[src/sv/dwt_db2_pkg.sv]
// ----------------------------------------------------------------------------
// dwt_db2_pkg
// Shared types, widths and coefficient helpers for the db2 analysis block.
// ----------------------------------------------------------------------------
package dwt_db2_pkg;

  localparam int SAMPLE_BITS_DEF    = 16;
  localparam int COEF_FRAC_BITS_DEF = 15;
  localparam int OUT_BITS           = 18;
  localparam int QUEUE_DEPTH        = 4;
  localparam int KIND_BITS          = 2;

  localparam longint unsigned MAG_C1 = 64'd12941;
  localparam longint unsigned MAG_C2 = 64'd22414;
  localparam longint unsigned MAG_C3 = 64'd83652;
  localparam longint unsigned MAG_C4 = 64'd48296;

  typedef enum logic [KIND_BITS-1:0] {
    JOB_ONE      = 2'd0,
    JOB_SHORT    = 2'd1,
    JOB_END_ODD  = 2'd2,
    JOB_END_EVEN = 2'd3
  } job_kind_t;

  function automatic longint unsigned qcoef(input int frac, input longint unsigned mag);
    return ((mag << frac) + 64'd50000) / 64'd100000;
  endfunction

endpackage

[src/sv/dwt_db2_analysis.sv]
// ----------------------------------------------------------------------------
// dwt_db2_analysis
// One level of db2 wavelet analysis on blocks of signed samples.
// ----------------------------------------------------------------------------
// A coefficient pair passes the job queue and the tap, product, sum and result
// registers. Throughput: one sample per cycle unless a full job queue stalls;
// a block-end sample after two earlier samples yields two pairs from the
// single shared filter pipeline; a 4-entry job queue absorbs output stalls.
// Reset: synchronous; clears block state, the job queue and all valid flags.
// ----------------------------------------------------------------------------
module dwt_db2_analysis #(
  parameter int SAMPLE_BITS    = dwt_db2_pkg::SAMPLE_BITS_DEF,
  parameter int COEF_FRAC_BITS = dwt_db2_pkg::COEF_FRAC_BITS_DEF
) (
  input  logic                                        clk,
  input  logic                                        rst,
  input  logic                                        sample_valid,
  output logic                                        sample_stall,
  input  logic signed [SAMPLE_BITS-1:0]               sample,
  input  logic                                        end_of_block,
  output logic                                        result_valid,
  input  logic                                        result_stall,
  output logic signed [dwt_db2_pkg::OUT_BITS-1:0]     approx,
  output logic signed [dwt_db2_pkg::OUT_BITS-1:0]     detail,
  output logic                                        final_result,
  output logic                                        too_short
);

  localparam int JOB_BITS = dwt_db2_pkg::KIND_BITS + 4 * SAMPLE_BITS;

  logic                q_full, q_empty, q_push, q_pop;
  logic [JOB_BITS-1:0] q_data, q_head;

  dwt_db2_front #(
    .SAMPLE_BITS (SAMPLE_BITS)
  ) u_front (
    .clk          (clk),
    .rst          (rst),
    .sample_valid (sample_valid),
    .sample_stall (sample_stall),
    .sample       (sample),
    .end_of_block (end_of_block),
    .q_full       (q_full),
    .q_push       (q_push),
    .q_data       (q_data)
  );

  dwt_db2_queue #(
    .WIDTH (JOB_BITS)
  ) u_queue (
    .clk       (clk),
    .rst       (rst),
    .push      (q_push),
    .push_data (q_data),
    .pop       (q_pop),
    .head      (q_head),
    .full      (q_full),
    .empty     (q_empty)
  );

  dwt_db2_back #(
    .SAMPLE_BITS    (SAMPLE_BITS),
    .COEF_FRAC_BITS (COEF_FRAC_BITS)
  ) u_back (
    .clk          (clk),
    .rst          (rst),
    .q_head       (q_head),
    .q_empty      (q_empty),
    .q_pop        (q_pop),
    .result_valid (result_valid),
    .result_stall (result_stall),
    .approx       (approx),
    .detail       (detail),
    .final_result (final_result),
    .too_short    (too_short)
  );

endmodule

[src/sv/dwt_db2_front.sv]
// ----------------------------------------------------------------------------
// dwt_db2_front
// Accepts samples, tracks the sample window and block phase, and turns each
// sample that yields coefficients into a job for the filter back end.
// ----------------------------------------------------------------------------
module dwt_db2_front #(
  parameter int SAMPLE_BITS = dwt_db2_pkg::SAMPLE_BITS_DEF,
  localparam int JOB_BITS   = dwt_db2_pkg::KIND_BITS + 4 * SAMPLE_BITS
) (
  input  logic                          clk,
  input  logic                          rst,
  input  logic                          sample_valid,
  output logic                          sample_stall,
  input  logic signed [SAMPLE_BITS-1:0] sample,
  input  logic                          end_of_block,
  input  logic                          q_full,
  output logic                          q_push,
  output logic [JOB_BITS-1:0]           q_data
);

  logic signed [SAMPLE_BITS-1:0] w0, w1, w2;
  logic [1:0]                    seen_count;
  logic                          phase;
  logic                          accept;
  dwt_db2_pkg::job_kind_t        kind;
  logic signed [SAMPLE_BITS-1:0] t0, t1, t2, t3;

  assign sample_stall = q_full;
  assign accept       = sample_valid && !q_full;
  assign q_push       = accept && (end_of_block || phase);

  always_comb begin
    kind = dwt_db2_pkg::JOB_ONE;
    t0   = w2;
    t1   = w1;
    t2   = w0;
    t3   = sample;
    if (end_of_block) begin
      if (seen_count < 2'd2) begin
        kind = dwt_db2_pkg::JOB_SHORT;
      end else if (phase) begin
        kind = dwt_db2_pkg::JOB_END_ODD;
      end else begin
        kind = dwt_db2_pkg::JOB_END_EVEN;
      end
    end else if (seen_count == 2'd1) begin
      t0 = sample;
      t1 = w0;
      t2 = w0;
    end
  end

  assign q_data = {kind, t0, t1, t2, t3};

  always_ff @(posedge clk) begin
    if (rst) begin
      seen_count <= 2'd0;
      phase      <= 1'b0;
    end else if (accept) begin
      if (end_of_block) begin
        seen_count <= 2'd0;
        phase      <= 1'b0;
      end else begin
        if (seen_count != 2'd3) begin
          seen_count <= seen_count + 2'd1;
        end
        phase <= ~phase;
      end
    end
  end

  always_ff @(posedge clk) begin
    if (accept) begin
      w2 <= w1;
      w1 <= w0;
      w0 <= sample;
    end
  end

endmodule

[src/sv/dwt_db2_queue.sv]
// ----------------------------------------------------------------------------
// dwt_db2_queue
// Small register FIFO that holds filter jobs between front and back end.
// ----------------------------------------------------------------------------
module dwt_db2_queue #(
  parameter int WIDTH = 8,
  localparam int DEPTH  = dwt_db2_pkg::QUEUE_DEPTH,
  localparam int PTR_W  = $clog2(DEPTH),
  localparam int CNT_W  = $clog2(DEPTH + 1)
) (
  input  logic             clk,
  input  logic             rst,
  input  logic             push,
  input  logic [WIDTH-1:0] push_data,
  input  logic             pop,
  output logic [WIDTH-1:0] head,
  output logic             full,
  output logic             empty
);

  logic [WIDTH-1:0] mem [DEPTH];
  logic [PTR_W-1:0] wr_ptr, rd_ptr;
  logic [CNT_W-1:0] count;

  assign full  = (count == CNT_W'(DEPTH));
  assign empty = (count == '0);
  assign head  = mem[rd_ptr];

  always_ff @(posedge clk) begin
    if (rst) begin
      wr_ptr <= '0;
      rd_ptr <= '0;
      count  <= '0;
    end else begin
      if (push) begin
        wr_ptr <= (wr_ptr == PTR_W'(DEPTH - 1)) ? '0 : wr_ptr + 1'b1;
      end
      if (pop) begin
        rd_ptr <= (rd_ptr == PTR_W'(DEPTH - 1)) ? '0 : rd_ptr + 1'b1;
      end
      if (push && !pop) begin
        count <= count + 1'b1;
      end else if (pop && !push) begin
        count <= count - 1'b1;
      end
    end
  end

  always_ff @(posedge clk) begin
    if (push) begin
      mem[wr_ptr] <= push_data;
    end
  end

endmodule

[src/sv/dwt_db2_back.sv]
// ----------------------------------------------------------------------------
// dwt_db2_back
// Expands jobs into tap sets and runs the pipelined low-pass and high-pass
// filters with rounding, saturation and a registered result.
// ----------------------------------------------------------------------------
module dwt_db2_back #(
  parameter int SAMPLE_BITS    = dwt_db2_pkg::SAMPLE_BITS_DEF,
  parameter int COEF_FRAC_BITS = dwt_db2_pkg::COEF_FRAC_BITS_DEF,
  localparam int JOB_BITS      = dwt_db2_pkg::KIND_BITS + 4 * SAMPLE_BITS,
  localparam int OW            = dwt_db2_pkg::OUT_BITS
) (
  input  logic                 clk,
  input  logic                 rst,
  input  logic [JOB_BITS-1:0]  q_head,
  input  logic                 q_empty,
  output logic                 q_pop,
  output logic                 result_valid,
  input  logic                 result_stall,
  output logic signed [OW-1:0] approx,
  output logic signed [OW-1:0] detail,
  output logic                 final_result,
  output logic                 too_short
);

  localparam int SB    = SAMPLE_BITS;
  localparam int CW    = COEF_FRAC_BITS + 2;
  localparam int PW    = SB + CW;
  localparam int ACC_W = PW + 2;

  localparam logic signed [CW-1:0] C1 =
    CW'(dwt_db2_pkg::qcoef(COEF_FRAC_BITS, dwt_db2_pkg::MAG_C1));
  localparam logic signed [CW-1:0] C2 =
    CW'(dwt_db2_pkg::qcoef(COEF_FRAC_BITS, dwt_db2_pkg::MAG_C2));
  localparam logic signed [CW-1:0] C3 =
    CW'(dwt_db2_pkg::qcoef(COEF_FRAC_BITS, dwt_db2_pkg::MAG_C3));
  localparam logic signed [CW-1:0] C4 =
    CW'(dwt_db2_pkg::qcoef(COEF_FRAC_BITS, dwt_db2_pkg::MAG_C4));

  localparam logic signed [ACC_W-1:0] HALF    = ACC_W'(1) <<< (COEF_FRAC_BITS - 1);
  localparam logic signed [ACC_W-1:0] SAT_MAX = ACC_W'((1 << (OW - 1)) - 1);
  localparam logic signed [ACC_W-1:0] SAT_MIN = -ACC_W'(1 << (OW - 1));

  dwt_db2_pkg::job_kind_t        kind;
  logic signed [SB-1:0]          e0, e1, e2, e3;
  logic signed [SB-1:0]          x0, x1, x2, x3;
  logic                          sel_fin, sel_short, two_beats;
  logic                          en, sub;

  logic                          v1, fin1, short1;
  logic signed [SB-1:0]          r0, r1, r2, r3;
  logic                          v2, fin2, short2;
  logic signed [PW-1:0]          pa0, pa1, pa2, pa3, pd0, pd1, pd2, pd3;
  logic                          v3, fin3, short3;
  logic signed [PW:0]            sa01, sa23, sd01, sd23;

  logic signed [ACC_W-1:0]       acc_a, acc_d, sh_a, sh_d;
  logic signed [OW-1:0]          approx_next, detail_next;

  assign kind = dwt_db2_pkg::job_kind_t'(q_head[JOB_BITS-1 -: dwt_db2_pkg::KIND_BITS]);
  assign e0   = q_head[4*SB-1 -: SB];
  assign e1   = q_head[3*SB-1 -: SB];
  assign e2   = q_head[2*SB-1 -: SB];
  assign e3   = q_head[SB-1:0];

  assign en        = !(result_valid && result_stall);
  assign two_beats = (kind == dwt_db2_pkg::JOB_END_ODD) ||
                     (kind == dwt_db2_pkg::JOB_END_EVEN);
  assign q_pop     = en && !q_empty && (!two_beats || sub);

  always_comb begin
    x0        = e0;
    x1        = e1;
    x2        = e2;
    x3        = e3;
    sel_fin   = 1'b0;
    sel_short = 1'b0;
    unique case (kind)
      dwt_db2_pkg::JOB_ONE: begin
      end
      dwt_db2_pkg::JOB_SHORT: begin
        x0        = '0;
        x1        = '0;
        x2        = '0;
        x3        = '0;
        sel_fin   = 1'b1;
        sel_short = 1'b1;
      end
      dwt_db2_pkg::JOB_END_ODD: begin
        if (sub) begin
          x0      = e2;
          x1      = e3;
          x2      = e3;
          x3      = e2;
          sel_fin = 1'b1;
        end
      end
      dwt_db2_pkg::JOB_END_EVEN: begin
        if (sub) begin
          x0      = e3;
          x1      = e3;
          x2      = e2;
          x3      = e1;
          sel_fin = 1'b1;
        end else begin
          x0 = e1;
          x1 = e2;
          x2 = e3;
          x3 = e3;
        end
      end
      default: begin
      end
    endcase
  end

  always_ff @(posedge clk) begin
    if (rst) begin
      sub          <= 1'b0;
      v1           <= 1'b0;
      v2           <= 1'b0;
      v3           <= 1'b0;
      result_valid <= 1'b0;
    end else if (en) begin
      if (!q_empty && two_beats) begin
        sub <= ~sub;
      end
      v1           <= !q_empty;
      v2           <= v1;
      v3           <= v2;
      result_valid <= v3;
    end
  end

  always_comb begin
    acc_a       = ACC_W'(sa01) + ACC_W'(sa23) + HALF;
    acc_d       = ACC_W'(sd01) + ACC_W'(sd23) + HALF;
    sh_a        = acc_a >>> COEF_FRAC_BITS;
    sh_d        = acc_d >>> COEF_FRAC_BITS;
    approx_next = sh_a[OW-1:0];
    detail_next = sh_d[OW-1:0];
    if (sh_a > SAT_MAX) begin
      approx_next = SAT_MAX[OW-1:0];
    end else if (sh_a < SAT_MIN) begin
      approx_next = SAT_MIN[OW-1:0];
    end
    if (sh_d > SAT_MAX) begin
      detail_next = SAT_MAX[OW-1:0];
    end else if (sh_d < SAT_MIN) begin
      detail_next = SAT_MIN[OW-1:0];
    end
  end

  always_ff @(posedge clk) begin
    if (en) begin
      r0     <= x0;
      r1     <= x1;
      r2     <= x2;
      r3     <= x3;
      fin1   <= sel_fin;
      short1 <= sel_short;

      pa0    <= r0 * C4;
      pa1    <= r1 * C3;
      pa2    <= r2 * C2;
      pa3    <= r3 * C1;
      pd0    <= r0 * C1;
      pd1    <= r1 * C2;
      pd2    <= r2 * C3;
      pd3    <= r3 * C4;
      fin2   <= fin1;
      short2 <= short1;

      sa01   <= (PW+1)'(pa0) + (PW+1)'(pa1);
      sa23   <= (PW+1)'(pa2) - (PW+1)'(pa3);
      sd01   <= -(PW+1)'(pd0) - (PW+1)'(pd1);
      sd23   <= (PW+1)'(pd2) - (PW+1)'(pd3);
      fin3   <= fin2;
      short3 <= short2;

      approx       <= approx_next;
      detail       <= detail_next;
      final_result <= fin3;
      too_short    <= short3;
    end
  end

endmodule
[config.mk]
export PLATFORM = sky130hd
export DESIGN_NAME = dwt_db2_analysis
export DESIGN_NICKNAME = d
export VERILOG_FILES = /design/src/sv/dwt_db2_pkg.sv /design/src/sv/dwt_db2_analysis.sv /design/src/sv/dwt_db2_front.sv /design/src/sv/dwt_db2_queue.sv /design/src/sv/dwt_db2_back.sv
export SDC_FILE = /design/constraint.sdc
export NUM_CORES = 2
export LEC_CHECK = 0
export ABC_CLOCK_PERIOD_IN_PS = 38400
export BUFFER_PORTS_ARGS = -buffer_cell sky130_fd_sc_hd__buf_2
export CAP_MARGIN = 10
export CORE_ASPECT_RATIO = 0.75
export CORE_UTILIZATION = 60
export CTS_CLUSTER_DIAMETER = 120
export CTS_CLUSTER_SIZE = 20
export DETAILED_ROUTE_END_ITERATION = 12
export PLACE_DENSITY = 0.76
export SYNTH_ARGS = -nofsm -noshare
export SYNTH_HDL_FRONTEND = slang
export SYNTH_SLANG_ARGS = --single-unit
[constraint.sdc]
create_clock -name clk -period 38.4 [get_ports clk]
set_input_delay 3.84 -clock clk [delete_from_list [all_inputs] [get_ports clk]]
set_output_delay 3.84 -clock clk [all_outputs]
set_load 0.01 [all_outputs]
==> metrics.txt <==
outcome finished clean; Placer Congestion 0.9600; Post-CTS Hold Buffers 0; highest metal used met5; MaxCap Viol Count 0; CP Launch Point u_back.r0[7]; worst r2r src u_back.r0[7]; Syn Nets 8260; cells after synthesis 6621; CP startpoint kind flop; post-synthesis sequential area ratio 0.3334; wire per inst 20.57 µm; Peak Freq 140.5 MHz; DR WL met3 13.85 mm; predominant post-synthesis flop cell edfxtp_1; CTS tree yes; EDFF count, synth 787; final setup fails 0; vias in the first global route 46300; RSZ-0062 raised after global routing no; FFs w/ async S/R, synth 0; initial antenna violation count 9; number of hold violations in the final report 0; Port Buffers 60; Worst Setup Path Type reg2reg; met2 routed WL 71.02 mm; worst path required time 38800 ps; number of DRC markers in iteration 0 4001; CP Max Fanout 11; total grt overflow 0; final HPWL from detailed placement 134.4 mm; worst min-delay path startpoint u_back.fin3; CTS sink count 804; clk_lat worst skew 660 ps; top cell type's share of synthesized area 0.3286; global-route wire length before repair 263.3 mm; minimum clock period 7118 ps; commonest non-fill, non-tap cells in the layout inv_1 (1479), ha_1 (1029), edfxtp_1 (787), fa_1 (589), a21oi_1 (328); I/O pin count 61; largest net degree at the start of global routing 162; CTS max path bufs 3; Post-CTS Setup Bufs 0; std cell rows 109; CTS root buffer clkbuf_16; post-synth top area cell edfxtp_1; CTS buffer count 46; Initial Util 0.6075; Post-CTS Resized 0; routed length on met1 81.35 mm; Netlist cell types 87; core area 0.1184 mm²; share of cells above drive strength 1 0.04556; Worst Setup End Kind flop; Die Area 0.1213 mm²; die span in y 301.8 µm; cells taking the most area after synthesis edfxtp_1 (33%), ha_1 (18%), fa_1 (16%); Initial DRT Pass Iterations 8; Hold Path Depth 0; final max-slew violation count 0; DRT Wirelength 169.3 mm; number of synthesized register bits 804; commonest non-fill, non-tap cell in the layout inv_1; H-tree levels 2; sum of negative setup slack 0 ps; reg2reg path depth 20; Area growth syn-to-layout 4.849%; Worst EP arrival 7520 ps; hold crit path type reg2reg; gr usage total 0.2804; antenna-violating nets left 0; Synth Area per Inst 10.86 µm²; relative slew slack 0.2063; filler instances 9337; Cell Area, Synth 0.07191 mm²; Post-route DRC 0; Slew @ Worst Pin 1178 ps; Die W 401.8 µm; vias 47020; layout net count 8300; CTS clk-pin slew, worst paths 100 ps; clk_skew 32.15 ps; vias per cell 5.712; fin crit share 0.1854; Warnings, synthesis 0
per-layer routing:
metal,global-route usage,vias up
met3,0.04668,170
met1,0.4387,22890
li1,-,22350
met2,0.4138,1611
met4,0.05134,2
met5,0,-
critical path, cell delays in order, from the launching register on:
cell and delay [ps]:
edfxtp_1 840, fa_1 560, fa_1 510, inv_1 60, fa_1 520, inv_1 50, fa_1 450, fa_1 510
fa_1 420, ha_1 360, o21ai_0 190, nor2_1 70, nor2_1 200, o221ai_1 260, o41ai_1 800, o2111ai_1 370
nand3_1 190, a31oi_1 130, o21a_1 190, nor2_1 110, xnor2_1 70
path summary, 6_finish.rpt:
| check | end | slack [ps] |
|---|---|---|
| hold reg to reg | u_back.final_result | 420 |
| hold / removal | u_back.final_result | 420 |
| setup reg to reg | u_back.pa0[30] | 31280 |
| setup / recovery | u_back.pa0[30] | 31280 |
cell families after synthesis:
logic type,Yosys count,share of synthesized area
buffers and inverters,1587,0.08305
AOI/OAI and AO/OA,1131,0.09965
adders and majority gates,1626,0.3441
DFF,804,0.3334
xor gates and xnor gates,421,0.05128
muxes,119,0.02845
and+or+nand+nor,933,0.06010
registers in the layout, indices dropped and copies added (netlist names), 18 cells and up, named ones only:
name / cells
u_queue.mem: 264
u_back.sd01: 34
u_back.sa01: 33
u_back.sd23: 33
u_back.pd2: 32
u_back.pa1: 31
u_back.sa23: 31
u_back.pa3: 30
u_back.pd0: 30
u_back.pd1: 30
u_back.pa2: 29
u_back.pa0: 27
u_back.pd3: 27
u_back.approx: 18
u_back.detail: 18
area by class of cell:
cell class | instances | area (µm²) | share of cell area
Inverter | 1483 | 5567 | 0.07383
Timing Repair Buffer | 96 | 583.1 | 0.007733
Multi-Input combinational cell | 4230 | 42010 | 0.5571
Clock inverter | 6 | 122.6 | 0.001626
Antenna cell | 5 | 12.51 | 0.0001659
Sequential cell | 804 | 23980 | 0.3181
Clock buffer | 54 | 1181 | 0.01567
Tap cell | 1554 | 1944 | 0.02579
Yosys cell counts, types with 6 or more instances:
master	number
o21ai_0	257
inv_1	1482
nor2_1	250
mux2i_1	21
a211o_1	9
o31a_1	6
a21boi_0	21
ha_1	1029
xor2_1	124
and2_1	21
buf_1	15
and3_1	29
or2_2	15
a21o_1	141
nor2b_1	53
clkbuf_1	84
a41oi_1	6
o21a_1	42
nand3_1	90
nand2_1	290
a22o_1	17
mux2_2	33
a22oi_1	34
o31ai_1	17
maj3_1	8
o41a_1	7
nand2b_1	47
dfxtp_1	17
nor3_1	73
nand4_1	19
a31oi_1	51
a31o_2	7
o211ai_1	29
o41ai_1	9
o21bai_1	37
mux4_2	65
xnor2_1	297
fa_1	589
a211oi_1	37
or3_1	24
o21ai_1	12
o2111ai_1	8
edfxtp_1	787
a21oi_1	328
metrics by stage:
step / utilization / instance area, µm² / setup slack [ps] / hold slack (ps) / std cells
after floorplan: - / 71910 / 22280 / 400.3 / 6621
after CTS: 0.6368 / 75390 / 31370 / 424.0 / 8227
after global placement: 0.6258 / 74080 / 31000 / 402.3 / 8167
final: 0.6369 / 75400 / 31280 / 422.2 / 8232
after global routing: 0.6368 / 75390 / 30870 / 446.0 / 8227
after detailed placement: 0.6258 / 74080 / 30890 / 410.1 / 8167
Power is left out: the tool's default activity adds up to more than one toggle a clock period on the data nets, which glitch-free logic cannot reach.
